[src/rtl/first_fit_heap_allocator_core_macros.svh]
// Assertion helpers for the first-fit heap allocator.
`ifndef FIRST_FIT_HEAP_ALLOCATOR_CORE_MACROS_SVH
`define FIRST_FIT_HEAP_ALLOCATOR_CORE_MACROS_SVH

// Same-cycle implication, sampled on clk, off during reset
`define FFHA_ASSERT_IMP(lbl, ante, cons, msg) \
    lbl: assert property (@(posedge clk) disable iff (!rst_n) (ante) |-> (cons)) \
        else $error(msg);

// Next-cycle implication, sampled on clk, off during reset
`define FFHA_ASSERT_NXT(lbl, ante, cons, msg) \
    lbl: assert property (@(posedge clk) disable iff (!rst_n) (ante) |=> (cons)) \
        else $error(msg);

`endif

[src/rtl/ffha_pkg.sv]
package ffha_pkg;

    // Width of the divider dividend and quotient
    localparam int QW = 16;

    // Result status codes
    localparam logic [2:0] ST_OK     = 3'd0;
    localparam logic [2:0] ST_OOM    = 3'd1;
    localparam logic [2:0] ST_ZERO   = 3'd2;
    localparam logic [2:0] ST_NULL   = 3'd3;
    localparam logic [2:0] ST_DOUBLE = 3'd4;
    localparam logic [2:0] ST_BAD    = 3'd5;

    // Request kinds
    localparam logic OP_ALLOC = 1'b0;
    localparam logic OP_FREE  = 1'b1;

    // Divider status toward the sequencer
    typedef struct packed {
        logic          done;
        logic          rem_zero;
        logic [QW-1:0] quot;
    } div_res_t;

    // Sequencer states
    typedef enum logic [13:0] {
        S_CLEAR  = 14'b00000000000001,
        S_IDLE   = 14'b00000000000010,
        S_DIV    = 14'b00000000000100,
        S_AWALK  = 14'b00000000001000,
        S_AEVAL  = 14'b00000000010000,
        S_ASPLIT = 14'b00000000100000,
        S_GROW   = 14'b00000001000000,
        S_FCHK   = 14'b00000010000000,
        S_CWALK  = 14'b00000100000000,
        S_CEVAL  = 14'b00001000000000,
        S_CQ     = 14'b00010000000000,
        S_CQEVAL = 14'b00100000000000,
        S_CPW    = 14'b01000000000000,
        S_RESULT = 14'b10000000000000
    } state_t;

endpackage

[src/rtl/ffha_div.sv]
module ffha_div
    import ffha_pkg::*;
#(
    parameter int UNIT_BYTES = 8
) (
    input  logic          clk,
    input  logic          rst_n,
    input  logic          start,
    input  logic [QW-1:0] dividend,
    output div_res_t      res
);

    // UNIT_BYTES must be a power of two (the block does not enforce it): the quotient is a shift, the remainder a mask
    localparam int RW = $clog2(UNIT_BYTES);

    logic          done_reg, done_next;
    logic [QW-1:0] dvd_reg, dvd_next;

    // Capture the dividend on start; the result is registered and ready in the next cycle
    always_comb
    begin
        done_next = start;
        dvd_next  = start ? dividend : dvd_reg;
    end

    always_ff @(posedge clk or negedge rst_n)
    begin
        if (!rst_n)
        begin
            done_reg <= 1'b0;
        end
        else
        begin
            done_reg <= done_next;
        end
    end

    always_ff @(posedge clk)
    begin
        dvd_reg <= dvd_next;
    end

    assign res = {done_reg, (dvd_reg[RW-1:0] == '0), QW'(dvd_reg >> RW)};

endmodule
[config.mk]
export PLATFORM = sky130hd
export DESIGN_NAME = ffha_div
export DESIGN_NICKNAME = d
export VERILOG_FILES = /design/src/rtl/first_fit_heap_allocator_core_macros.svh /design/src/rtl/ffha_pkg.sv /design/src/rtl/ffha_div.sv
export SDC_FILE = /design/constraint.sdc
export NUM_CORES = 1
export LEC_CHECK = 0
export BUFFER_PORTS_ARGS = -buffer_cell sky130_fd_sc_hd__buf_2
export CAP_MARGIN = 15
export CORE_MARGIN = 2
export CORE_UTILIZATION = 41
export DETAILED_ROUTE_END_ITERATION = 7
export PLACE_DENSITY = 0.83
export SYNTH_ARGS = -nofsm -noshare
export SYNTH_HDL_FRONTEND = slang
export SYNTH_SLANG_ARGS = --single-unit
[constraint.sdc]
create_clock -name clk -period 0.8 [get_ports clk]
set_input_delay 0.2 -clock clk [delete_from_list [all_inputs] [get_ports clk]]
set_output_delay 0.2 -clock clk [all_outputs]
set_load 0.02 [all_outputs]
==> flow_summary.ini, run 1 <==
[timing]
fin_ws_ps = -437
fin_setup_tns_ps = -3390
rsz0062_at_grt = yes
maxSlewViolCount = 0
hold_ws_ps = 86.6
setup_viol = 15
final_min_period_over_clock_period_pct = 155
layout_min_cycle_time_ps = 1240
hold_viol_final = 0
fmax_mhz = 808

[setup_path]
cp-end-kind = output port
max_stage_delay_ps = 420
worstPathArrival_ps = 1040
crit_slowest_cell = edfxtp_1
cp.required_ps = 600
crit_type = flip-flop to output port
critical_path.max_fanout = 1
worst_setup_path_start_kind = flip-flop
worstPathCellList = nor3_4, buf_6

[clocking]
cts_buffer_depth = 2
htreeDepth = 1
clock_sinks = 17
cts_setup_buffers = 0
cts-root-buf = clkbuf_4
cts_tree = done
path_clk_slew_ps = 90
cts_buffers = 3

[routing]
routed_via_density = 4.27
wl_um = 881
drt_iter0_drc = 1
ant_nets = 0
route.detailed.drc = 0
vias = 329
wire_per_inst_um = 11.4
dr.pass1.iters = 2

[synthesis]
synthCells = 36
yosysSeqAreaShare_pct = 78.1
ys_warn_count = 0
synth_seq_cells = 17
synth_area_sq_um = 647
synth_cell_type_count = 5
synth.area.top_cells = edfxtp_1 (74%), buf_4 (20%), dfrtp_1 (3.9%)
synth_area_per_cell_sq_um = 18.0
yosysTopAreaCellShare_pct = 74.3
yosys.area.top_type = edfxtp_1

[final_layout]
final_common_cell = buf_2
drive_gt1_share_pct = 65.6
finish.net_count = 81
largest_reg_flops = 16
antenna_cells = 0
layout_common_cells = buf_2 (21), edfxtp_1 (16), buf_6 (12)
synthToLayoutAreaGrowth_pct = 32.7

[hold_path]
hp-class = input port to flip-flop

[placed_design]
gp_congestion = 0.627
dpl_worst_slack_ps = -145
hpwl_um = 707
io_buffer_count = 33

[floorplan]
ios = 37
die_y_um = 43.7
initial_core_util_pct = 43.4
core_sq_um = 1490
fp.dieW_um = 43.7
rows = 14
die_area_sq_um = 1910

[grt]
grt_max_degree = 15
grt_remaining_overflow = 0
grt_pass1_vias = 316
grt_pass1_wl_um = 1260
grtUsageTotal_pct = 9.77
antenna_found_initial = 0

[power_and_ir_drop]
pwr_density_cell_nw_per_um2 = 2080
vdd_drop_max_mv = 1.43
power.leakage_nw = 0.374

[job]
maxCapViolCount = 0

[outcome]
violations = setup timing
status = complete, but fails checks
[logic make-up (layout without fill, tap and decap cells)]
group / Yosys count / in the layout / share of synthesized area [%]
other cells: 1 / 3 / 0.580
buf+inv: 17 / 40 / 19.7
simple gates: 1 / 1 / 1.55
flops: 17 / 17 / 78.1
[Yosys cell counts (all sizes together)]
master,number
edfxtp,16
nor3,1
dfrtp,1
conb,1
buf,17
[report_power, final]
| group | total [mW] | leakage [nW] | switching [mW] | internal [mW] |
|---|---|---|---|---|
| registers | 1.08 | 0.168 | 0.0309 | 1.05 |
| logic | 0.276 | 0.188 | 0.137 | 0.139 |
| clock network | 0.428 | 0.0177 | 0.242 | 0.185 |
| total | 1.78 | 0.374 | 0.411 | 1.37 |
[critical path: cells and delay by family, from the launching register on]
family	cells	cell delay (ps)
and+or+nand+nor	1	200
buffers and inverters	1	140
DFF	1	420
[what timing repair did]
item | 4_1_cts | 5_1_grt
cloned | 0 | 0
hold buffers | 1 | 0
setup endpoints to repair | 15 | 15
resized for setup | 8 | 16
endpoints found under the hold margin | 1 | 0
[routing by layer]
layer  up-vias  global-route usage, %  wire [um]
li1        153                      -          -
met1       147                   9.27        275
met2        27                   15.3        452
met3         2                   4.58        141
met4         0                   9.09         12
met5         -                      0          0
[metrics by stage]
step | cell area, sq um | instances | utilization [%] | power (mW)
finish | 858 | 77 | 57.6 | 1.78
global route | 858 | 77 | 57.6 | 1.87
CTS | 808 | 77 | 54.3 | 1.77
detailed placement | 746 | 72 | 50.1 | 1.31
global placement | 746 | 72 | 50.1 | 1.31
floorplan | 661 | 38 | - | 1.27
[layout make-up]
class,instances,area (sq um)
clock inverters,1,5.00
multi-input cells,4,27.5
well taps,16,20.0
fillers,115,631
clock buffers,3,22.5
flip-flops and latches,17,505
repair buffers,36,278
[final timing paths]
check                            start    endpoint  depth (start not counted)
worst max-delay path        dvd_reg[1]     res[16]                          2
worst min-delay path       dividend[0]  dvd_reg[0]                          1
max in group asynchronous        rst_n    done_reg                          2
min in group asynchronous        rst_n    done_reg                          2
No activity file was read; power rests on OpenSTA's default activity.
==> run 2, diff against run 1 <==
ABC_AREA = 1   (was not set)
==> run 2 against run 1 <==
Effect of this change:
- the run still ends with setup timing left
- sequential power about the same
- largest power group unchanged
- combinational power fell by 4%
- worst setup slack better by 58 ps
- flip-flop and latch count did not move
- cell count rose by 2.6%
- utilization down 1.9 points
- synthesized area increased by 1.2%
- routed wire length shrank 8.1%
- power decreased by 1.0%
- critical endpoint unchanged
- highest routed layer is now met3
==> flow_summary.ini, run 2 <==
[outcome]
violations = setup timing
status = complete, but fails checks

[final_layout]
nFillCells = 122
largest_reg_flops = 16
antenna_cells = 0
final_common_cell = buf_2
finish.net_count = 83
stdcell_count = 79
layout_common_cells = buf_2 (24), edfxtp_1 (16), buf_6 (9)
drive_gt1_share_pct = 63.5
finalInstanceArea_sq_um = 840
synthToLayoutAreaGrowth_pct = 28.3

[clocking]
cts_setup_buffers = 0
cts_buffer_depth = 2
cts-root-buf = clkbuf_4
htreeDepth = 1
path_clk_slew_ps = 90
clock_sinks = 17
cts_buffers = 3
cts_tree = done

[synthesis]
synth-edff-count = 16
synth_area_per_cell_sq_um = 16.8
ys_async_sr_fraction_pct = 5.88
synth_cell_type_count = 7
synth_seq_cells = 17
yosysSeqAreaShare_pct = 77.2
yosysTopAreaCellShare_pct = 73.4
synth-simple-area-share_pct = 1.53
synthCells = 39
synth_compound_area_share_pct = 0
synth_top_family_by_area = buffers and inverters
ys_warn_count = 0
yosys.area.top_type = edfxtp_1
synth.area.top_cells = edfxtp_1 (73%), buf_4 (20%), dfrtp_1 (3.8%)
synth_mux_area_share_pct = 0
synth_most_common_cell = buf_4
synth_ff_type = edfxtp_1
synth_fa_ha_area_share_pct = 0
synth_area_sq_um = 654
synth_xor_area_share_pct = 0
synth_commonest_cells = buf_4 (17), edfxtp_1 (16), inv_1 (2)

[placed_design]
placed_cell_area_sq_um = 744
gp_congestion = 0.598
io_buffer_count = 33
dp.cells = 74

[setup_path]
cp.required_ps = 600
crit_type = flip-flop to output port
critical_path.max_fanout = 1
worstPathArrival_ps = 980
worst_setup_path_start_kind = flip-flop
cp-end-kind = output port

[power_and_ir_drop]
vdd_drop_max_mv = 1.31
power.leakage_nw = 0.370
pwr_density_cell_nw_per_um2 = 2100
p_total_mw = 1.77

[floorplan]
die_area_sq_um = 1930
core_sq_um = 1510
rows = 14
die_y_um = 44.0
ios = 37
fp.dieW_um = 44.0
initial_core_util_pct = 43.4

[routing]
routed_via_density = 4.09
vias = 323
drt_iter0_drc = 0
wl_um = 810
wire_per_inst_um = 10.3
ant_nets = 0
dr.pass1.iters = 1
route.detailed.drc = 0

[timing]
maxSlewViolCount = 0
hold_viol_final = 0
layout_min_cycle_time_ps = 1180
final_min_period_over_clock_period_pct = 147
fmax_mhz = 848
fin_ws_ps = -379
rsz0062_at_grt = yes
setup_viol = 15

[job]
maxCapViolCount = 0

[grt]
grt_pass1_wl_um = 1260
grt_max_degree = 18
grtUsageTotal_pct = 9.47
antenna_found_initial = 0
grt_pass1_vias = 312
grt_remaining_overflow = 0

[hold_path]
hp-class = input port to flip-flop
-- run 2: metrics by stage --
stage                     hold WS [ps]  setup WS [ps]  TNS (ps)  utilization, %
after floorplan                  -95.6          0.252         0               -
after global placement           -24.8          -91.2     -91.2            49.4
after detailed placement         -24.7           -112      -112            49.4
after CTS                         79.7           -395     -3400            53.7
after global routing              72.1           -431     -3820            55.7
final                             89.6           -379     -3210            55.7
-- run 2: cell type report --
cell class                      count  area (sq um)  area share [%]
Sequential cell                    17           505            60.2
Timing Repair Buffer               35           251            30.0
Multi-Input combinational cell      5          28.8            3.43
Clock buffer                        4          26.3            3.13
Tap cell                           16          20.0            2.38
Inverter                            2          7.51           0.894
-- run 2: worst paths after layout --
kind                       slack [ps]          to  cells past startpoint   startpoint
max                              -380     res[16]                      4   dvd_reg[0]
min                                90  dvd_reg[5]                      1  dividend[5]
max in group asynchronous         490    done_reg                      2        rst_n
min in group asynchronous         220    done_reg                      2        rst_n
-- run 2: metal layers --
| layer | vias to the layer above | GRT usage (%) | part of all wire (%) |
|---|---|---|---|
| li1 | 161 | - | - |
| met1 | 136 | 10.8 | 39 |
| met2 | 26 | 12.9 | 49 |
| met3 | 0 | 4.17 | 13 |
| met4 | 0 | 9.09 | 0 |
| met5 | - | 0 | 0 |
-- run 2: where the power goes --
part           switching, mW  internal, mW
logic                  0.141         0.124
clock network          0.237         0.193
registers             0.0231          1.05
total                  0.401          1.37
-- run 2: timing repair --
item | 4_1_cts | 5_1_grt
endpoints found under the setup margin | 15 | 15
hold buffers | 1 | 0
gates resized for setup | 9 | 11
endpoints found under the hold margin | 1 | 0
-- run 2: worst max-delay path, cell delays in order (launching register included) --
cell      delay [ps]
edfxtp_1         380
inv_2             60
nand2_2           60
nor2_4            80
buf_6            120
-- run 2: logic make-up (layout without fill, tap and decap cells) --
group,Yosys count,count (layout)
buffers and inverters,19,41
DFF,17,17
other,1,3
and+or+nand+nor,2,2
==> run 3, diff against run 2 <==
==> constraint.sdc (replaced) <==
create_clock -name clk -period 0.8 [get_ports clk]
set_input_delay 0.16 -clock clk [delete_from_list [all_inputs] [get_ports clk]]
set_output_delay 0.16 -clock clk [all_outputs]
set_load 0.02 [all_outputs]
==> run 3 against run 2 <==
Effect of this change:
- the run still ends with setup timing left
- flip-flop and latch count did not move
- critical path depth did not move
- utilization increased by 0.083 points
- routed wire length is 1.2% lower
- count of clock-buffer cells in the layout unchanged
- sequential power about the same
- combinational power hardly changed
- sequential share of layout area fell by 0.090 points
- largest cell class unchanged
- first-iteration DRC count up 1
- maximum frequency up 4.5%
- critical path type unchanged
- global-route usage rose by 0.44 points
- die area did not move
==> flow_summary.ini, run 3 (synthesis results as in run 2) <==
[placed_design]
io_buffer_count = 33
dpl_worst_slack_ps = -45.8
gp_congestion = 0.578
dp.cells = 74
hpwl_um = 650
placed_cell_area_sq_um = 739

[power_and_ir_drop]
seq_power_share_pct = 61.1
internal_power_mw = 1.37
pwr-share-comb_pct = 15.1
vdd_drop_max_mv = 1.48
p_sw_share_pct = 21.9
power.leakage_nw = 0.374
p_clk_share_pct = 23.8
switchingPower_uw = 385
pwr_density_cell_nw_per_um2 = 2090

[grt]
grt_pass1_vias = 324
grt_remaining_overflow = 0
antenna_found_initial = 0
grtUsageTotal_pct = 9.91
grt_max_degree = 18
grt_pass1_wl_um = 1290

[final_layout]
final_common_cell = buf_2
drive_gt1_share_pct = 60.3
stdcell_count = 79
utilization_pct = 55.8
largest_reg_flops = 16
synthToLayoutAreaGrowth_pct = 28.5
finalInstanceArea_sq_um = 841
antenna_cells = 0
finish.net_count = 83
layout_common_cells = buf_2 (22), edfxtp_1 (16), buf_6 (10)
nFillCells = 136

[timing]
maxSlewViolCount = 0
final_min_period_over_clock_period_pct = 141
rsz0062_at_grt = yes
setup_viol = 15
fmax_mhz = 886
layout_min_cycle_time_ps = 1130
fin_ws_ps = -328
hold_ws_ps = 56.6
hold_viol_final = 0

[floorplan]
die_y_um = 44.0
ios = 37
die_area_sq_um = 1930
initial_core_util_pct = 43.4
fp.dieW_um = 44.0
rows = 14
core_sq_um = 1510

[routing]
route.detailed.drc = 0
dr.pass1.iters = 2
vias = 328
drt_iter0_drc = 1
ant_nets = 0
wire_per_inst_um = 10.1
routed_via_density = 4.15
wl_um = 800

[clocking]
cts_buffers = 3
cts-root-buf = clkbuf_4
cts_tree = done
path_clk_slew_ps = 90
clock_sinks = 17
htreeDepth = 1
cts_buffer_depth = 2

[hold_path]
hp-class = input port to flip-flop

[setup_path]
endpoint = res[16]
worstPathCellList = inv_1, nand2_1, nor2_2, buf_4
worstPathArrival_ps = 970
worstSetupStartpoint = dvd_reg[0]
crit_slowest_cell = edfxtp_1
cp-end-kind = output port
crit_type = flip-flop to output port
cp.required_ps = 640
max_stage_delay_ps = 370
worst_setup_path_start_kind = flip-flop
critical_path.max_fanout = 1

[outcome]
violations = setup timing
status = complete, but fails checks

[job]
maxCapViolCount = 0
==> run 3: routing by layer <==
metal / share of wire (%) / global-route usage [%] / vias to the layer above
met4: 0 / 7.27 / 0
met5: 0 / 0 / -
li1: - / - / 159
met1: 34 / 10.3 / 145
met3: 10 / 3.33 / 0
met2: 56 / 16.5 / 24
==> run 3: how the worst min path moves through the flow <==
stage | endpoint | slack [ps] | from | depth (start not counted)
detailed placement | done_reg | -60 | rst_n | 1
finish | dvd_reg[5] | 60 | dividend[5] | 1
floorplan | done_reg | -140 | rst_n | 0
global route | dvd_reg[11] | 30 | dividend[11] | 1
global placement | done_reg | -60 | rst_n | 1
CTS | dvd_reg[14] | 50 | dividend[14] | 1
==> run 3: timing repair <==
action,CTS,global route
hold endpoints to repair,1,0
resized for setup,3,18
setup buffers,0,0
hold buffers,1,0
endpoints found under the setup margin,15,15
==> run 3: critical path, delay by kind of cell (launching register included) <==
family | cells | cell delay [ps]
and+or+nand+nor | 2 | 130
buffers and inverters | 2 | 200
DFF | 1 | 370
==> run 3: through the flow <==
step	setup TNS [ps]	total power, mW
finish	-2590	1.76
global route	-3400	1.84
CTS	-2780	1.73
detailed placement	-45.8	1.30
global placement	-27.7	1.30
floorplan	0	1.26
==> run 3: layout make-up <==
class | instances | area (sq um) | share of cell area, %
Inverter | 2 | 7.51 | 0.893
Sequential cell | 17 | 505 | 60.1
Multi-Input combinational cell | 5 | 21.3 | 2.53
Clock buffer | 4 | 26.3 | 3.13
Timing Repair Buffer | 35 | 260 | 31.0
Tap cell | 16 | 20.0 | 2.38
==> run 3: power by group through the flow <==
stage / sequential [mW] / combinational (mW) / clock (mW)
6_report: 1.07 / 0.265 / 0.417
5_1_grt: 1.08 / 0.280 / 0.482
4_1_cts: 1.06 / 0.229 / 0.437
3_5_place_dp: 1.08 / 0.220 / 0
3_3_place_gp: 1.08 / 0.216 / 0
2_1_floorplan: 1.08 / 0.182 / 0
